## src/rtl/core/rtwc_pkg.sv

```systemverilog
// Package for the route time window check: widths, codes, control word
// layout and the control program of the sequencer.
// No dependencies; every other file of the block imports it.
`default_nettype none

package rtwc_pkg;

    // Field widths
    localparam int COORD_BITS = 12;
    localparam int FRAC_BITS  = 8;
    localparam int T_W        = 32;
    localparam int DEM_W      = 16;
    localparam int LOAD_W     = 17;
    localparam int STAT_W     = 2;
    localparam int CFG_IDX_W  = 2;
    localparam int CFG_DATA_W = 32;

    // Square root sizing: radicand is (dx^2 + dy^2) scaled by 2^(2*FRAC_BITS)
    localparam int SQ_W     = 2 * COORD_BITS + 1;
    localparam int RAD_W    = SQ_W + 2 * FRAC_BITS;
    localparam int ROOT_W   = (RAD_W + 1) / 2;
    localparam int RAD_PAD  = 2 * ROOT_W;
    localparam int CNT_W    = $clog2(ROOT_W);
    localparam int LEG_W    = (ROOT_W > T_W) ? ROOT_W : T_W;

    localparam logic [T_W-1:0]    T_MAX    = '1;
    localparam logic [LOAD_W-1:0] LOAD_MAX = '1;

    // Configuration register indexes
    localparam logic [CFG_IDX_W-1:0] CFG_DEPOT_X  = 2'd0;
    localparam logic [CFG_IDX_W-1:0] CFG_DEPOT_Y  = 2'd1;
    localparam logic [CFG_IDX_W-1:0] CFG_CAPACITY = 2'd2;
    localparam logic [CFG_IDX_W-1:0] CFG_MAX_DUR  = 2'd3;

    // Sticky route status
    typedef enum logic [STAT_W-1:0] {
        FAIL_NONE   = 2'd0,
        FAIL_CAP    = 2'd1,
        FAIL_WINDOW = 2'd2,
        FAIL_DUR    = 2'd3
    } t_fail;

    // Datapath operations, one per control word
    typedef enum logic [3:0] {
        U_NOP,
        U_IDLE,
        U_LEG_DIFF,
        U_BACK_DIFF,
        U_SQ_X,
        U_SQ_Y,
        U_SQRT_GO,
        U_SQRT_WAIT,
        U_LEG_ACC,
        U_START,
        U_DEPART,
        U_BACK_ACC,
        U_DUR_CHECK,
        U_OUT
    } t_uop;

    // Jump conditions
    typedef enum logic [2:0] {
        J_NONE,
        J_ALWAYS,
        J_NO_INPUT,
        J_SQRT_BUSY,
        J_NOT_LAST,
        J_OUT_BUSY
    } t_jcond;

    localparam int PC_W = 5;

    typedef struct packed {
        t_uop             op;
        t_jcond           jcond;
        logic [PC_W-1:0]  target;
    } t_uword;

    // Status fed back from the datapath to the sequencer
    typedef struct packed {
        logic in_accept;
        logic sqrt_busy;
        logic last;
        logic out_busy;
    } t_seq_stat;

    // Program step addresses; the output step sits at the top so that
    // falling through it wraps back to idle
    localparam logic [PC_W-1:0] ST_IDLE       = 5'd0;
    localparam logic [PC_W-1:0] ST_LEG_DIFF   = 5'd1;
    localparam logic [PC_W-1:0] ST_LEG_SQX    = 5'd2;
    localparam logic [PC_W-1:0] ST_LEG_SQY    = 5'd3;
    localparam logic [PC_W-1:0] ST_LEG_GO     = 5'd4;
    localparam logic [PC_W-1:0] ST_LEG_WAIT   = 5'd5;
    localparam logic [PC_W-1:0] ST_LEG_ACC    = 5'd6;
    localparam logic [PC_W-1:0] ST_START      = 5'd7;
    localparam logic [PC_W-1:0] ST_DEPART     = 5'd8;
    localparam logic [PC_W-1:0] ST_BACK_DIFF  = 5'd9;
    localparam logic [PC_W-1:0] ST_BACK_SQX   = 5'd10;
    localparam logic [PC_W-1:0] ST_BACK_SQY   = 5'd11;
    localparam logic [PC_W-1:0] ST_BACK_GO    = 5'd12;
    localparam logic [PC_W-1:0] ST_BACK_WAIT  = 5'd13;
    localparam logic [PC_W-1:0] ST_BACK_ACC   = 5'd14;
    localparam logic [PC_W-1:0] ST_DUR_CHECK  = 5'd15;
    localparam logic [PC_W-1:0] ST_OUT        = 5'd31;

    // Control program ROM
    function automatic t_uword uprog(input logic [PC_W-1:0] pc);
        t_uword w;
        unique case (pc)
            ST_IDLE:      w = '{U_IDLE,      J_NO_INPUT,  ST_IDLE};
            ST_LEG_DIFF:  w = '{U_LEG_DIFF,  J_NONE,      ST_IDLE};
            ST_LEG_SQX:   w = '{U_SQ_X,      J_NONE,      ST_IDLE};
            ST_LEG_SQY:   w = '{U_SQ_Y,      J_NONE,      ST_IDLE};
            ST_LEG_GO:    w = '{U_SQRT_GO,   J_NONE,      ST_IDLE};
            ST_LEG_WAIT:  w = '{U_SQRT_WAIT, J_SQRT_BUSY, ST_LEG_WAIT};
            ST_LEG_ACC:   w = '{U_LEG_ACC,   J_NONE,      ST_IDLE};
            ST_START:     w = '{U_START,     J_NONE,      ST_IDLE};
            ST_DEPART:    w = '{U_DEPART,    J_NOT_LAST,  ST_OUT};
            ST_BACK_DIFF: w = '{U_BACK_DIFF, J_NONE,      ST_IDLE};
            ST_BACK_SQX:  w = '{U_SQ_X,      J_NONE,      ST_IDLE};
            ST_BACK_SQY:  w = '{U_SQ_Y,      J_NONE,      ST_IDLE};
            ST_BACK_GO:   w = '{U_SQRT_GO,   J_NONE,      ST_IDLE};
            ST_BACK_WAIT: w = '{U_SQRT_WAIT, J_SQRT_BUSY, ST_BACK_WAIT};
            ST_BACK_ACC:  w = '{U_BACK_ACC,  J_NONE,      ST_IDLE};
            ST_DUR_CHECK: w = '{U_DUR_CHECK, J_ALWAYS,    ST_OUT};
            ST_OUT:       w = '{U_OUT,       J_OUT_BUSY,  ST_OUT};
            default:      w = '{U_NOP,       J_ALWAYS,    ST_IDLE};
        endcase
        return w;
    endfunction

    // Saturating add of two time values
    function automatic logic [T_W-1:0] sat_add(input logic [T_W-1:0] a,
                                                input logic [T_W-1:0] b);
        logic [T_W:0] s;
        s = {1'b0, a} + {1'b0, b};
        return s[T_W] ? T_MAX : s[T_W-1:0];
    endfunction

    // Absolute difference of two coordinates
    function automatic logic [COORD_BITS-1:0] abs_diff(input logic [COORD_BITS-1:0] a,
                                                       input logic [COORD_BITS-1:0] b);
        return (a > b) ? (a - b) : (b - a);
    endfunction

endpackage

`default_nettype wire

```

## src/rtl/core/rtwc_sqrt.sv

```systemverilog
// Iterative floor square root, one result bit per cycle (restoring method).
// Depends on rtwc_pkg for the radicand and root widths.
`default_nettype none

module rtwc_sqrt
    import rtwc_pkg::*;
(
    input  wire logic              i_clk,
    input  wire logic              i_rst_n,
    input  wire logic              i_start,
    input  wire logic [RAD_W-1:0]  i_rad,
    output logic                   o_busy,
    output logic [ROOT_W-1:0]      o_root
);

    logic [RAD_PAD-1:0] r_rad;
    logic [ROOT_W:0]    r_rem;
    logic [ROOT_W-1:0]  r_root;
    logic [CNT_W-1:0]   r_cnt;
    logic               r_busy;

    logic [ROOT_W+2:0]  c_rem_sh;
    logic [ROOT_W+2:0]  c_trial;
    logic [ROOT_W+2:0]  c_diff;
    logic               c_ge;

    // Bring down two radicand bits and try the next root bit
    always_comb begin
        c_rem_sh = {r_rem, r_rad[RAD_PAD-1 -: 2]};
        c_trial  = {1'b0, r_root, 2'b01};
        c_diff   = c_rem_sh - c_trial;
        c_ge     = (c_rem_sh >= c_trial);
    end

    // Control: busy from a start until the last root bit is computed
    always_ff @(posedge i_clk) begin
        if (!i_rst_n) begin
            r_busy <= 1'b0;
            r_cnt  <= '0;
        end else if (i_start) begin
            r_busy <= 1'b1;
            r_cnt  <= CNT_W'(ROOT_W - 1);
        end else if (r_busy) begin
            r_cnt <= r_cnt - 1'b1;
            if (r_cnt == '0) begin
                r_busy <= 1'b0;
            end
        end
    end

    // Working registers
    always_ff @(posedge i_clk) begin
        if (i_start) begin
            r_rad  <= RAD_PAD'(i_rad);
            r_rem  <= '0;
            r_root <= '0;
        end else if (r_busy) begin
            r_rad  <= r_rad << 2;
            r_rem  <= c_ge ? c_diff[ROOT_W:0] : c_rem_sh[ROOT_W:0];
            r_root <= {r_root[ROOT_W-2:0], c_ge};
        end
    end

    assign o_busy = r_busy;
    assign o_root = r_root;

    // A new root must never be started on top of a running one
    a_start_idle: assert property (@(posedge i_clk) disable iff (!i_rst_n)
        i_start |-> !r_busy)
        else $error("square root restarted while busy");

endmodule

`default_nettype wire

```

## src/rtl/core/rtwc_sequencer.sv

```systemverilog
// Microcode sequencer: step counter, control ROM lookup and conditional jumps.
// Depends on rtwc_pkg for the control word, program and status struct.
`default_nettype none

module rtwc_sequencer
    import rtwc_pkg::*;
(
    input  wire logic      i_clk,
    input  wire logic      i_rst_n,
    input  wire t_seq_stat i_stat,
    output t_uop           o_op
);

    logic [PC_W-1:0] r_pc;
    logic [PC_W-1:0] n_pc;
    t_uword          c_word;
    logic            c_take;

    // Fetch current control word
    assign c_word = uprog(r_pc);

    // Jump condition decode
    always_comb begin
        unique case (c_word.jcond)
            J_NONE:      c_take = 1'b0;
            J_ALWAYS:    c_take = 1'b1;
            J_NO_INPUT:  c_take = !i_stat.in_accept;
            J_SQRT_BUSY: c_take = i_stat.sqrt_busy;
            J_NOT_LAST:  c_take = !i_stat.last;
            J_OUT_BUSY:  c_take = i_stat.out_busy;
            default:     c_take = 1'b1;
        endcase
    end

    // Next step: jump target or fall through (wraps from the output step)
    always_comb begin
        n_pc = c_take ? c_word.target : r_pc + 1'b1;
    end

    always_ff @(posedge i_clk) begin
        if (!i_rst_n) begin
            r_pc <= ST_IDLE;
        end else begin
            r_pc <= n_pc;
        end
    end

    assign o_op = c_word.op;

endmodule

`default_nettype wire

```

## src/rtl/core/rtwc_datapath.sv

```systemverilog
// Datapath of the route check: config registers, route state, one shared
// multiplier, saturating adders and the result register.
// Depends on rtwc_pkg; driven by rtwc_sequencer, uses rtwc_sqrt results.
`default_nettype none

module rtwc_datapath
    import rtwc_pkg::*;
(
    input  wire logic                   i_clk,
    input  wire logic                   i_rst_n,
    input  wire t_uop                   i_op,
    output t_seq_stat                   o_stat,
    // configuration
    input  wire logic                   i_cfg_wr_en,
    input  wire logic [CFG_IDX_W-1:0]   i_cfg_index,
    input  wire logic [CFG_DATA_W-1:0]  i_cfg_wdata,
    // square root unit
    output logic                        o_sqrt_start,
    output logic [RAD_W-1:0]            o_sqrt_rad,
    input  wire logic                   i_sqrt_busy,
    input  wire logic [ROOT_W-1:0]      i_sqrt_root,
    // input channel
    input  wire logic                   i_in_valid,
    output logic                        o_in_ready,
    input  wire logic [COORD_BITS-1:0]  i_cust_x,
    input  wire logic [COORD_BITS-1:0]  i_cust_y,
    input  wire logic [DEM_W-1:0]       i_demand,
    input  wire logic [T_W-1:0]         i_service_time,
    input  wire logic [T_W-1:0]         i_window_open,
    input  wire logic [T_W-1:0]         i_window_close,
    input  wire logic                   i_last_customer,
    // output channel
    output logic                        o_out_valid,
    input  wire logic                   i_out_ready,
    output logic [T_W-1:0]              o_service_start,
    output logic [T_W-1:0]              o_departure_time,
    output logic [LOAD_W-1:0]           o_load_so_far,
    output logic [T_W-1:0]              o_route_distance,
    output logic [T_W-1:0]              o_return_time,
    output logic [STAT_W-1:0]           o_status,
    output logic                        o_route_done
);

    // Configuration registers
    logic [COORD_BITS-1:0] r_depot_x;
    logic [COORD_BITS-1:0] r_depot_y;
    logic [DEM_W-1:0]      r_capacity;
    logic [T_W-1:0]        r_max_dur;

    // Route state
    logic [T_W-1:0]        r_clock;
    logic [LOAD_W-1:0]     r_load;
    logic [COORD_BITS-1:0] r_prev_x;
    logic [COORD_BITS-1:0] r_prev_y;
    logic [T_W-1:0]        r_dist;
    t_fail                 r_fail;
    logic                  r_in_route;

    // Current transaction
    logic [COORD_BITS-1:0] r_cx;
    logic [COORD_BITS-1:0] r_cy;
    logic [DEM_W-1:0]      r_dem;
    logic [T_W-1:0]        r_svc;
    logic [T_W-1:0]        r_wopen;
    logic [T_W-1:0]        r_wclose;
    logic                  r_last;

    // Working registers
    logic [COORD_BITS-1:0] r_dx;
    logic [COORD_BITS-1:0] r_dy;
    logic [SQ_W-1:0]       r_sq;
    logic [T_W-1:0]        r_start;
    logic [T_W-1:0]        r_depart;
    logic [T_W-1:0]        r_ret;

    // Result register
    logic                  r_out_valid;
    logic [T_W-1:0]        r_o_start;
    logic [T_W-1:0]        r_o_depart;
    logic [LOAD_W-1:0]     r_o_load;
    logic [T_W-1:0]        r_o_dist;
    logic [T_W-1:0]        r_o_ret;
    logic [STAT_W-1:0]     r_o_status;
    logic                  r_o_done;

    logic                    c_in_accept;
    logic                    c_out_busy;
    logic                    c_out_fire;
    logic                    c_clear;
    logic [COORD_BITS-1:0]   c_ax;
    logic [COORD_BITS-1:0]   c_ay;
    logic [COORD_BITS-1:0]   c_bx;
    logic [COORD_BITS-1:0]   c_by;
    logic [COORD_BITS-1:0]   c_mul_in;
    logic [2*COORD_BITS-1:0] c_prod;
    logic [LOAD_W:0]         c_load_sum;
    logic [LOAD_W-1:0]       c_load_new;
    logic [LEG_W-1:0]        c_root_ext;
    logic [T_W-1:0]          c_leg;
    logic [T_W-1:0]          c_start_max;
    logic [T_W-1:0]          c_depart;

    // Handshake and status
    assign o_in_ready  = (i_op == U_IDLE);
    assign c_in_accept = i_in_valid && o_in_ready;
    assign c_out_busy  = r_out_valid && !i_out_ready;
    assign c_out_fire  = (i_op == U_OUT) && !c_out_busy;
    assign c_clear     = c_out_fire && r_last;

    assign o_stat = '{in_accept: c_in_accept,
                      sqrt_busy: i_sqrt_busy,
                      last:      r_last,
                      out_busy:  c_out_busy};

    // Leg end points: previous position to customer, or customer to depot
    always_comb begin
        if (i_op == U_BACK_DIFF) begin
            c_ax = r_cx;
            c_ay = r_cy;
            c_bx = r_depot_x;
            c_by = r_depot_y;
        end else begin
            c_ax = r_prev_x;
            c_ay = r_prev_y;
            c_bx = r_cx;
            c_by = r_cy;
        end
    end

    // Shared squarer
    assign c_mul_in = (i_op == U_SQ_Y) ? r_dy : r_dx;
    assign c_prod   = c_mul_in * c_mul_in;

    // Square root interface: scale by 2^(2*FRAC_BITS) so the root comes out in Q.FRAC_BITS
    assign o_sqrt_start = (i_op == U_SQRT_GO);
    assign o_sqrt_rad   = {r_sq, {(2*FRAC_BITS){1'b0}}};

    // Leg length, saturated to the time width
    always_comb begin
        c_root_ext = LEG_W'(i_sqrt_root);
        c_leg      = (c_root_ext > LEG_W'(T_MAX)) ? T_MAX : c_root_ext[T_W-1:0];
    end

    // Load accumulation with saturation
    always_comb begin
        c_load_sum = {1'b0, r_load} + (LOAD_W+1)'(r_dem);
        c_load_new = (c_load_sum > (LOAD_W+1)'(LOAD_MAX)) ? LOAD_MAX
                                                         : c_load_sum[LOAD_W-1:0];
    end

    // Service start and departure
    assign c_start_max = (r_start > r_wopen) ? r_start : r_wopen;
    assign c_depart    = sat_add(r_start, r_svc);

    // Configuration writes
    always_ff @(posedge i_clk) begin
        if (!i_rst_n) begin
            r_depot_x  <= '0;
            r_depot_y  <= '0;
            r_capacity <= '1;
            r_max_dur  <= T_MAX;
        end else if (i_cfg_wr_en) begin
            case (i_cfg_index)
                CFG_DEPOT_X:  r_depot_x  <= i_cfg_wdata[COORD_BITS-1:0];
                CFG_DEPOT_Y:  r_depot_y  <= i_cfg_wdata[COORD_BITS-1:0];
                CFG_CAPACITY: r_capacity <= i_cfg_wdata[DEM_W-1:0];
                CFG_MAX_DUR:  r_max_dur  <= i_cfg_wdata[T_W-1:0];
                default:      ;
            endcase
        end
    end

    // Route state, updated by the micro-operations
    always_ff @(posedge i_clk) begin
        if (!i_rst_n) begin
            r_clock    <= '0;
            r_load     <= '0;
            r_prev_x   <= '0;
            r_prev_y   <= '0;
            r_dist     <= '0;
            r_fail     <= FAIL_NONE;
            r_in_route <= 1'b0;
        end else begin
            unique case (i_op)
                U_IDLE: begin
                    // first customer of a route starts from the depot
                    if (c_in_accept && !r_in_route) begin
                        r_prev_x <= r_depot_x;
                        r_prev_y <= r_depot_y;
                    end
                end
                U_LEG_DIFF: begin
                    r_load <= c_load_new;
                    if (r_fail == FAIL_NONE && c_load_new > LOAD_W'(r_capacity)) begin
                        r_fail <= FAIL_CAP;
                    end
                end
                U_LEG_ACC: begin
                    r_dist <= sat_add(r_dist, c_leg);
                end
                U_START: begin
                    if (r_fail == FAIL_NONE && c_start_max > r_wclose) begin
                        r_fail <= FAIL_WINDOW;
                    end
                end
                U_DEPART: begin
                    r_clock    <= c_depart;
                    r_prev_x   <= r_cx;
                    r_prev_y   <= r_cy;
                    r_in_route <= 1'b1;
                end
                U_BACK_ACC: begin
                    r_dist <= sat_add(r_dist, c_leg);
                end
                U_DUR_CHECK: begin
                    if (r_fail == FAIL_NONE && r_ret > r_max_dur) begin
                        r_fail <= FAIL_DUR;
                    end
                end
                U_OUT: begin
                    // end of route: clock, load, distance, status and route flag back to the reset values
                    if (c_clear) begin
                        r_clock    <= '0;
                        r_load     <= '0;
                        r_dist     <= '0;
                        r_fail     <= FAIL_NONE;
                        r_in_route <= 1'b0;
                    end
                end
                default: ;
            endcase
        end
    end

    // Transaction and working registers (no reset needed)
    always_ff @(posedge i_clk) begin
        if (c_in_accept) begin
            r_cx     <= i_cust_x;
            r_cy     <= i_cust_y;
            r_dem    <= i_demand;
            r_svc    <= i_service_time;
            r_wopen  <= i_window_open;
            r_wclose <= i_window_close;
            r_last   <= i_last_customer;
        end
        case (i_op)
            U_LEG_DIFF, U_BACK_DIFF: begin
                r_dx <= abs_diff(c_ax, c_bx);
                r_dy <= abs_diff(c_ay, c_by);
            end
            U_SQ_X:     r_sq     <= SQ_W'(c_prod);
            U_SQ_Y:     r_sq     <= r_sq + SQ_W'(c_prod);
            U_LEG_ACC:  r_start  <= sat_add(r_clock, c_leg);
            U_START:    r_start  <= c_start_max;
            U_DEPART:   r_depart <= c_depart;
            U_BACK_ACC: r_ret    <= sat_add(r_depart, c_leg);
            default:    ;
        endcase
    end

    // Result register: holds until taken, frees the sequencer meanwhile
    always_ff @(posedge i_clk) begin
        if (!i_rst_n) begin
            r_out_valid <= 1'b0;
        end else if (c_out_fire) begin
            r_out_valid <= 1'b1;
        end else if (i_out_ready) begin
            r_out_valid <= 1'b0;
        end
    end

    always_ff @(posedge i_clk) begin
        if (c_out_fire) begin
            r_o_start  <= r_start;
            r_o_depart <= r_depart;
            r_o_load   <= r_load;
            r_o_dist   <= r_dist;
            r_o_ret    <= r_last ? r_ret : '0;
            r_o_status <= r_fail;
            r_o_done   <= r_last;
        end
    end

    assign o_out_valid      = r_out_valid;
    assign o_service_start  = r_o_start;
    assign o_departure_time = r_o_depart;
    assign o_load_so_far    = r_o_load;
    assign o_route_distance = r_o_dist;
    assign o_return_time    = r_o_ret;
    assign o_status         = r_o_status;
    assign o_route_done     = r_o_done;

    // Status is sticky until the route ends
    a_fail_sticky: assert property (@(posedge i_clk) disable iff (!i_rst_n)
        (r_fail != FAIL_NONE && !c_clear) |=> (r_fail == $past(r_fail)))
        else $error("route status changed after a failure");

    // Service never starts before the window opens
    a_start_after_open: assert property (@(posedge i_clk) disable iff (!i_rst_n)
        c_out_fire |-> (r_start >= r_wopen))
        else $error("service start before window open");

    // Departure never precedes service start
    a_depart_order: assert property (@(posedge i_clk) disable iff (!i_rst_n)
        c_out_fire |-> (r_depart >= r_start))
        else $error("departure earlier than service start");

    // The last customer closes the route
    a_route_closed: assert property (@(posedge i_clk) disable iff (!i_rst_n)
        c_clear |=> (!r_in_route && r_load == '0 && r_clock == '0))
        else $error("route state not cleared after last customer");

endmodule

`default_nettype wire

```

## src/rtl/core/route_time_window_check_unit.sv

```systemverilog
// Per customer: leg difference, squares, 21-step iterative square root, leg
// distance, service start and departure; the last customer of a route adds the
// leg back to the depot and a duration check. The next transaction is taken in
// the cycle after the result is registered, while it waits in its own register.
// Synchronous active-low reset: config to defaults, route at the depot.
// Top level: joins sequencer, datapath and square root unit; uses rtwc_pkg.
`default_nettype none

module route_time_window_check_unit
    import rtwc_pkg::*;
(
    input  wire logic                   i_clk,
    input  wire logic                   i_rst_n,
    // configuration
    input  wire logic                   i_cfg_wr_en,
    input  wire logic [CFG_IDX_W-1:0]   i_cfg_index,
    input  wire logic [CFG_DATA_W-1:0]  i_cfg_wdata,
    // input channel
    input  wire logic                   i_in_valid,
    output logic                        o_in_ready,
    input  wire logic [COORD_BITS-1:0]  i_cust_x,
    input  wire logic [COORD_BITS-1:0]  i_cust_y,
    input  wire logic [DEM_W-1:0]       i_demand,
    input  wire logic [T_W-1:0]         i_service_time,
    input  wire logic [T_W-1:0]         i_window_open,
    input  wire logic [T_W-1:0]         i_window_close,
    input  wire logic                   i_last_customer,
    // output channel
    output logic                        o_out_valid,
    input  wire logic                   i_out_ready,
    output logic [T_W-1:0]              o_service_start,
    output logic [T_W-1:0]              o_departure_time,
    output logic [LOAD_W-1:0]           o_load_so_far,
    output logic [T_W-1:0]              o_route_distance,
    output logic [T_W-1:0]              o_return_time,
    output logic [STAT_W-1:0]           o_status,
    output logic                        o_route_done
);

    t_uop              w_op;
    t_seq_stat         w_stat;
    logic              w_sqrt_start;
    logic [RAD_W-1:0]  w_sqrt_rad;
    logic              w_sqrt_busy;
    logic [ROOT_W-1:0] w_sqrt_root;

    // Control program
    rtwc_sequencer u_seq (
        .i_clk   (i_clk),
        .i_rst_n (i_rst_n),
        .i_stat  (w_stat),
        .o_op    (w_op)
    );

    // Shared square root
    rtwc_sqrt u_sqrt (
        .i_clk   (i_clk),
        .i_rst_n (i_rst_n),
        .i_start (w_sqrt_start),
        .i_rad   (w_sqrt_rad),
        .o_busy  (w_sqrt_busy),
        .o_root  (w_sqrt_root)
    );

    // Datapath
    rtwc_datapath u_dp (
        .i_clk            (i_clk),
        .i_rst_n          (i_rst_n),
        .i_op             (w_op),
        .o_stat           (w_stat),
        .i_cfg_wr_en      (i_cfg_wr_en),
        .i_cfg_index      (i_cfg_index),
        .i_cfg_wdata      (i_cfg_wdata),
        .o_sqrt_start     (w_sqrt_start),
        .o_sqrt_rad       (w_sqrt_rad),
        .i_sqrt_busy      (w_sqrt_busy),
        .i_sqrt_root      (w_sqrt_root),
        .i_in_valid       (i_in_valid),
        .o_in_ready       (o_in_ready),
        .i_cust_x         (i_cust_x),
        .i_cust_y         (i_cust_y),
        .i_demand         (i_demand),
        .i_service_time   (i_service_time),
        .i_window_open    (i_window_open),
        .i_window_close   (i_window_close),
        .i_last_customer  (i_last_customer),
        .o_out_valid      (o_out_valid),
        .i_out_ready      (i_out_ready),
        .o_service_start  (o_service_start),
        .o_departure_time (o_departure_time),
        .o_load_so_far    (o_load_so_far),
        .o_route_distance (o_route_distance),
        .o_return_time    (o_return_time),
        .o_status         (o_status),
        .o_route_done     (o_route_done)
    );

endmodule

`default_nettype wire
```

## config.mk

```make
export PLATFORM = sky130hd
export DESIGN_NAME = route_time_window_check_unit
export DESIGN_NICKNAME = d
export VERILOG_FILES = /design/src/rtl/core/rtwc_pkg.sv /design/src/rtl/core/rtwc_sqrt.sv /design/src/rtl/core/rtwc_sequencer.sv /design/src/rtl/core/rtwc_datapath.sv /design/src/rtl/core/route_time_window_check_unit.sv
export SDC_FILE = /design/constraint.sdc
export NUM_CORES = 2
export LEC_CHECK = 0
export BUFFER_PORTS_ARGS = -buffer_cell sky130_fd_sc_hd__buf_2
export CORE_MARGIN = 4
export CORE_UTILIZATION = 40
export CTS_CLUSTER_SIZE = 25
export DETAILED_ROUTE_END_ITERATION = 16
export PLACE_DENSITY = 0.53
export SYNTH_ARGS = -nofsm -noshare
export SYNTH_HDL_FRONTEND = slang
export SYNTH_SLANG_ARGS = --single-unit
export TNS_END_PERCENT = 30
```

## constraint.sdc

```tcl
create_clock -name i_clk -period 17.2 [get_ports i_clk]
set_input_delay 2.58 -clock i_clk [delete_from_list [all_inputs] [get_ports i_clk]]
set_output_delay 2.58 -clock i_clk [all_outputs]
set_load 0.02 [all_outputs]
```

**Word level (Yosys, flattened, before mapping)**

Memories as Yosys holds them, arrays and structs flattened. A register that Yosys moved wholly into a read port is not among the register bits.
Index checks and enable logic that the tools add are counted.

- Memories: 1
- Flip-flop bits (word level): 691
- Logic and storage cells: 169
- ROM bits: 384

Memories:

| memory | depth | bits a word | rd ports | clocked after memory_dff | write ports | RTL line | RTL |
|---|---|---|---|---|---|---|---|
| (no name shown) | 32 | 12 | 1 | 1 | 0 | rtwc_pkg.sv:110 | `unique case (pc)` |

- Mux-type cells: 43
- Bitwise operators: 1
- Equality and inequality tests: 24
- $add $sub $neg: 13
- Multipliers: 1
- Order comparisons: 8
- Reductions and logical operators: 38

Operator list:

| cell | count |
|---|---|
| 32-bit one-hot mux with 2 select lines | 3 |
| 32-bit 2-to-1 mux | 5 |
| 12-bit 2-to-1 mux | 9 |
| 32-bit by 21-bit adder with 33-bit output | 3 |
| 32-bit greater-than comparator | 3 |
| 41-bit 2-to-1 mux | 2 |
| 25-bit one-hot mux with 2 select lines | 1 |
| 12-bit one-hot mux with 2 select lines | 2 |
| 12-bit subtractor | 4 |
| 17-bit 2-to-1 mux | 2 |
| 17-bit one-hot mux with 2 select lines | 1 |
| 32-bit by 32-bit adder with 33-bit output | 1 |
| 25-bit by 24-bit adder with 25-bit output | 1 |
| 4-bit == test (second input constant) | 6 |
| 24-bit by 23-bit >= comparator with 1-bit output | 1 |
| 12-bit greater-than comparator | 2 |
| 12-bit by 12-bit multiplier with 24-bit output | 1 |
| 22-bit 2-to-1 mux | 1 |
| 22-bit subtractor | 1 |
| 5-bit 2-to-1 mux | 4 |
| 17-bit by 16-bit adder with 18-bit output | 1 |
| 18-bit by 17-bit greater-than comparator with 1-bit output (second input constant) | 1 |
| 17-bit by 16-bit greater-than comparator with 1-bit output | 1 |
| 2-bit AND reduction | 8 |
| 26 further kinds | 64 |

**Logic depth before layout (Yosys ltp)**

- Depth after elaboration: 7
- Mapped depth: 35
- Mapped depth without buffers: 32

**Hierarchy**

A second synthesis with hierarchy kept.

- Cells, all modules: 4,228
- Area, all modules: 43,335.3 µm²

By module, submodules not included:

| module | area an instance (µm²) | times used | cells an instance |
|---|---|---|---|
| rtwc_datapath | 37,310.8 | 1 | 3,611 |
| rtwc_sqrt | 4,918.5 | 1 | 479 |
| rtwc_sequencer | 1,106.1 | 1 | 138 |

**Worst setup path before layout**

Ideal clock, no wire load.

- Path type: input -> register
- Start point: in i_out_ready
- End point: reg u_dp.r_clock[19]
- Arrival time: 11.810 ns
- Cell stages on the path: 7
- Path buffers: 1
- Slack: 5.271 ns
- Required time: 17.081 ns
- Cells stage by stage: nand2b_1 -> nor2b_1 -> nand2_1 -> nand2_1 -> nor2_1 -> clkbuf_1 -> a32o_1

- Longest elaborated chain between the ends: 7

RTL lines:

| what | RTL line | RTL |
|---|---|---|
| start: declaration | route_time_window_check_unit.sv:30 | `input wire logic i_out_ready,` |
| 1-bit zero test | rtwc_datapath.sv:106 | `assign c_out_busy = r_out_valid && !i_out_ready;` |
| 1-bit logical AND | rtwc_datapath.sv:106 |  |
| 1-bit zero test | rtwc_datapath.sv:107 | `assign c_out_fire = (i_op == U_OUT) && !c_out_busy;` |
| 1-bit logical AND | rtwc_datapath.sv:107 |  |
| net u_dp.c_out_fire | rtwc_datapath.sv:88 | `logic c_out_fire;` |
| 1-bit logical AND | rtwc_datapath.sv:108 | `assign c_clear = c_out_fire && r_last;` |
| 2-bit by 1-bit inequality test with 1-bit output (no line) | n/a |  |
| 2-bit AND reduction (no line) | n/a |  |
| end signal: assignment | rtwc_datapath.sv:207 | `r_clock <= c_depart;` |
| end: declaration | rtwc_datapath.sv:51 | `logic [T_W-1:0] r_clock;` |

The timed path passes the listed nets, and every way through them passes these cells.
A chain may end at the register's enable or synchronous reset.

**Worst setup path after layout**

- Start point: reg, netlist name u_seq.c_word[10]
- End point: reg u_dp.r_sq[22], data pin

- Longest elaborated chain between the ends: 5
- Elaborated cells between the ends (all ways): 6
- Classes of those cells: 1 x add/sub; 1 x mul; 2 x eq/ne; 2 x mux

RTL lines:

| what | RTL line | RTL |
|---|---|---|
| 4-bit by 3-bit == test with 1-bit output | rtwc_datapath.sv:131, rtwc_datapath.sv:246 |  |
| 12-bit 2-to-1 mux | rtwc_datapath.sv:131 | `assign c_mul_in = (i_op == U_SQ_Y) ? r_dy : r_dx;` |
| 12-bit by 12-bit multiplier with 24-bit output | rtwc_datapath.sv:132 | `assign c_prod = c_mul_in * c_mul_in;` |
| 25-bit by 24-bit adder with 25-bit output | rtwc_datapath.sv:252 | `U_SQ_Y: r_sq <= r_sq + SQ_W'(c_prod);` |
| 25-bit one-hot mux with 2 select lines * | rtwc_datapath.sv:246 | `case (i_op)` |
| end signal: assignment | rtwc_datapath.sv:251 | `U_SQ_X: r_sq <= SQ_W'(c_prod);` |
| end signal: assignment | rtwc_datapath.sv:252 |  |
| end: declaration | rtwc_datapath.sv:71 | `logic [SQ_W-1:0] r_sq;` |

Every way passes the cells marked *; elsewhere a longest branch is shown, timed or not.

==> impl_metrics.py <==
metrics = {
    "sta": {
        "worst_slew_margin_rel_pct": 22.3,
        "fmax_ghz": 0.106,
        "hold_violations": 0,
        "fin_crit_ps": 9430,
        "timing.setup.tns_ps": 0,
        "clock_skew_ps": 23.5,
        "layout_setup_ws_ps": 7770,
        "rsz0062_at_grt": "no",
        "fin_hold_ws_ps": 466,
        "setup_viol": 0,
        "drv_slew": 0,
        "worst_slew_pin_slew_ps": 1130,
        "period_share_pct": 54.8,
    },
    "synth": {
        "synthFlopType": "edfxtp_1",
        "syn_area_per_cell_um2": 10.2,
        "synth-edff-count": 455,
        "ys_seq_area_share_pct": 43.9,
        "synth_cells": 4167,
        "synthArstFlopShare_pct": 0,
        "yosysTopAreaCell": "edfxtp_1",
        "synth_nets": 4813,
        "ys_ff_latch": 701,
        "synth.area.top_cells": "edfxtp_1 (32%), dfxtp_1 (12%), ha_1 (11%)",
        "ys.warnings.count": 0,
        "synth_cell_types": 88,
        "yosys.area.top_type_share_pct": 32.3,
        "synth_area_mm2": 0.0423,
    },
    "clocking": {
        "cts_tree": "yes",
        "clk_pin_slew_worst_paths_ps": 60,
        "cts_hold_buf": 0,
        "cts_max_path_buffers": 3,
        "cts.sinks": 701,
        "clkLatencyLatePin_ps": 650,
        "cts_buffers": 80,
        "post_cts_resized": 0,
        "clock_tree.root_cell": "clkbuf_16",
        "htree_levels": 3,
        "cts_setup_buffers": 0,
    },
    "die": {
        "rows": 119,
        "start_util_pct": 40.3,
        "pin_count": 326,
        "die_y_um": 333,
        "die-area_mm2": 0.111,
        "die_w_um": 333,
        "coreArea_mm2": 0.105,
    },
    "grt": {
        "grt_pass1_wl_mm": 191,
        "antenna_found_initial": 6,
        "grt_usage_pct": 22.1,
        "grt_pass1_vias": 31000,
        "grt_max_degree": 75,
        "overflow": 0,
    },
    "route": {
        "drt-total-wl_mm": 126,
        "drtIter0Drc": 2346,
        "drt_first_pass_iters": 8,
        "ant_nets": 0,
        "viasPerCell": 5.43,
        "post_drt_wl_per_cell_um": 21.2,
        "route.detailed.drc": 0,
        "num_vias": 32200,
    },
    "hold_path": {
        "hp-class": "reg2reg",
    },
    "layout": {
        "layout_common_cells": "nand2_1 (456), edfxtp_1 (455), inv_1 (396)",
        "drive_gt1_share_pct": 12.9,
        "fin_cells": 5932,
        "regArea_mm2": 0.0186,
        "syn2layout_area_growth_pct": 13.7,
        "n_fill_cell": 10100,
        "layout_commonest_cell": "nand2_1",
        "multiInputGateArea_mm2": 0.0218,
        "nets": 5118,
    },
    "critical_path": {
        "required_ps": 17590,
        "worst_setup_path_start_kind": "flip-flop",
        "r2r_start": "u_seq.c_word[10]$_DFF_P_",
        "reg2reg_to": "u_dp.r_sq[22]$_DFFE_PP_",
        "endpoint_kind": "flip-flop",
        "critPathMostFrequentCell": "fa_1",
        "cpPeakStageDelay_ps": 760,
        "critPathSlowestCell": "mux2i_1",
        "critPathLaunch": "u_seq.c_word[10]$_DFF_P_",
        "worstPathArrival_ps": 9820,
        "r2r_cells": 30,
        "reg2reg_slack_ps": 7770,
        "crit_fanout": 22,
        "cp-endpoint": "u_dp.r_sq[22]$_DFFE_PP_",
        "worstSetupPathType": "reg2reg",
    },
    "place": {
        "place_hpwl_mm": 96.8,
        "pre_cts_ws_ps": 7870,
        "port_buffers": 325,
        "placed_cells": 5781,
        "gp_congestion": 0.887,
    },
    "status": {
        "run_status": "finished, final reports clean",
    },
    "flow_run": {
        "cap_violations": 0,
    },
}
cells in the mapped netlist, types with 11 or more instances:
library cell and n:
nand2_1 457, edfxtp_1 455, inv_1 398, ha_1 379, a21oi_1 266, nor2_1 263
dfxtp_1 246, o21ai_0 153, mux2i_1 130, clkbuf_1 123, a21o_1 99, xnor2_1 93
fa_1 91, xor2_1 91, nand3_1 89, a211oi_1 60, o211ai_1 60, nor3_1 52
nand4_1 49, mux2_2 45, and2_1 44, and3_1 42, nor2b_1 36, o21a_1 35
a311oi_1 32, nand2b_1 29, a2bb2oi_1 28, a32o_1 28, a31oi_1 27, o21bai_1 23
and4_1 14, or3_1 14, nor4_1 12, a31o_2 11, o31a_1 11
stage by stage:
stage	instance area, um^2	utilization [%]
6_report	48100	45.8
3_5_place_dp	45500	43.3
5_1_grt	48100	45.8
3_3_place_gp	45500	43.3
2_1_floorplan	42300	-
4_1_cts	48100	45.8
layout make-up:
type / instances / share of cell area (%)
antenna: 2 / 0.0104
clock buffer: 108 / 4.59
inverter: 405 / 3.17
multi-input combinational: 2922 / 45.2
tap: 1391 / 3.62
clock inverter: 41 / 0.811
sequential: 701 / 38.6
timing repair buffer: 362 / 3.96
flip-flops by register name, indices dropped and copies added, names as in the netlist, 32 cells and up:
register               count
u_dp.r_wclose             32
u_dp.o_return_time        32
u_dp.r_start              32
u_dp.o_departure_time     32
u_dp.r_ret                32
u_dp.r_clock              32
u_dp.o_service_start      32
u_dp.r_max_dur            32
u_dp.r_svc                32
u_dp.r_dist               32
u_dp.r_wopen              32
u_dp.o_route_distance     32
u_dp.r_depart             32
how the worst min path moves through the flow:
stage / from / end / cells after the start
finish: u_dp.r_load[5]$_SDFFE_PN0P_ / u_dp.o_load_so_far[5]$_DFFE_PP_ / 0
CTS: u_dp.r_load[5]$_SDFFE_PN0P_ / u_dp.o_load_so_far[5]$_DFFE_PP_ / 0
floorplan: u_dp.r_dist[31]$_SDFFE_PN0P_ / u_dp.o_route_distance[31]$_DFFE_PP_ / 0
global route: u_dp.r_load[5]$_SDFFE_PN0P_ / u_dp.o_load_so_far[5]$_DFFE_PP_ / 0
detailed placement: u_dp.r_load[5]$_SDFFE_PN0P_ / u_dp.o_load_so_far[5]$_DFFE_PP_ / 0
global placement: u_dp.r_load[12]$_SDFFE_PN0P_ / u_dp.o_load_so_far[12]$_DFFE_PP_ / 0
per-layer routing:
metal	global-route usage, %	vias to the layer above	share of wire, %
met3	3.03	136	5.8
met5	0	-	0
li1	-	15600	-
met4	5.20	0	1.9
met2	33.9	865	44
met1	33.2	15600	48
logic make-up (layout without fill, tap and decap cells):
| logic type | after synthesis | after routing | synth area share (%) |
|---|---|---|---|
| compound gates | 959 | 959 | 15.4 |
| buf+inv | 544 | 916 | 4.85 |
| flops | 701 | 701 | 43.9 |
| mux | 175 | 175 | 4.27 |
| fa+ha+maj | 470 | 470 | 15.5 |
| xor+xnor | 184 | 184 | 3.81 |
| simple gates | 1134 | 1134 | 12.3 |
| other cells | 0 | 2 | 0 |
critical path, delay by kind of cell (launching register included):
family                     cells  cell delay (ps)
AOI/OAI and AO/OA              8             2050
xor gates and xnor gates       2              290
adders and majority gates      7             3310
DFF                            1              610
and+or+nand+nor                6             1030
buffers and inverters          5              790
muxes                          2             1040
Power is left out: the tool's default activity adds up to more than one toggle a clock period on the data nets, which glitch-free logic cannot reach.
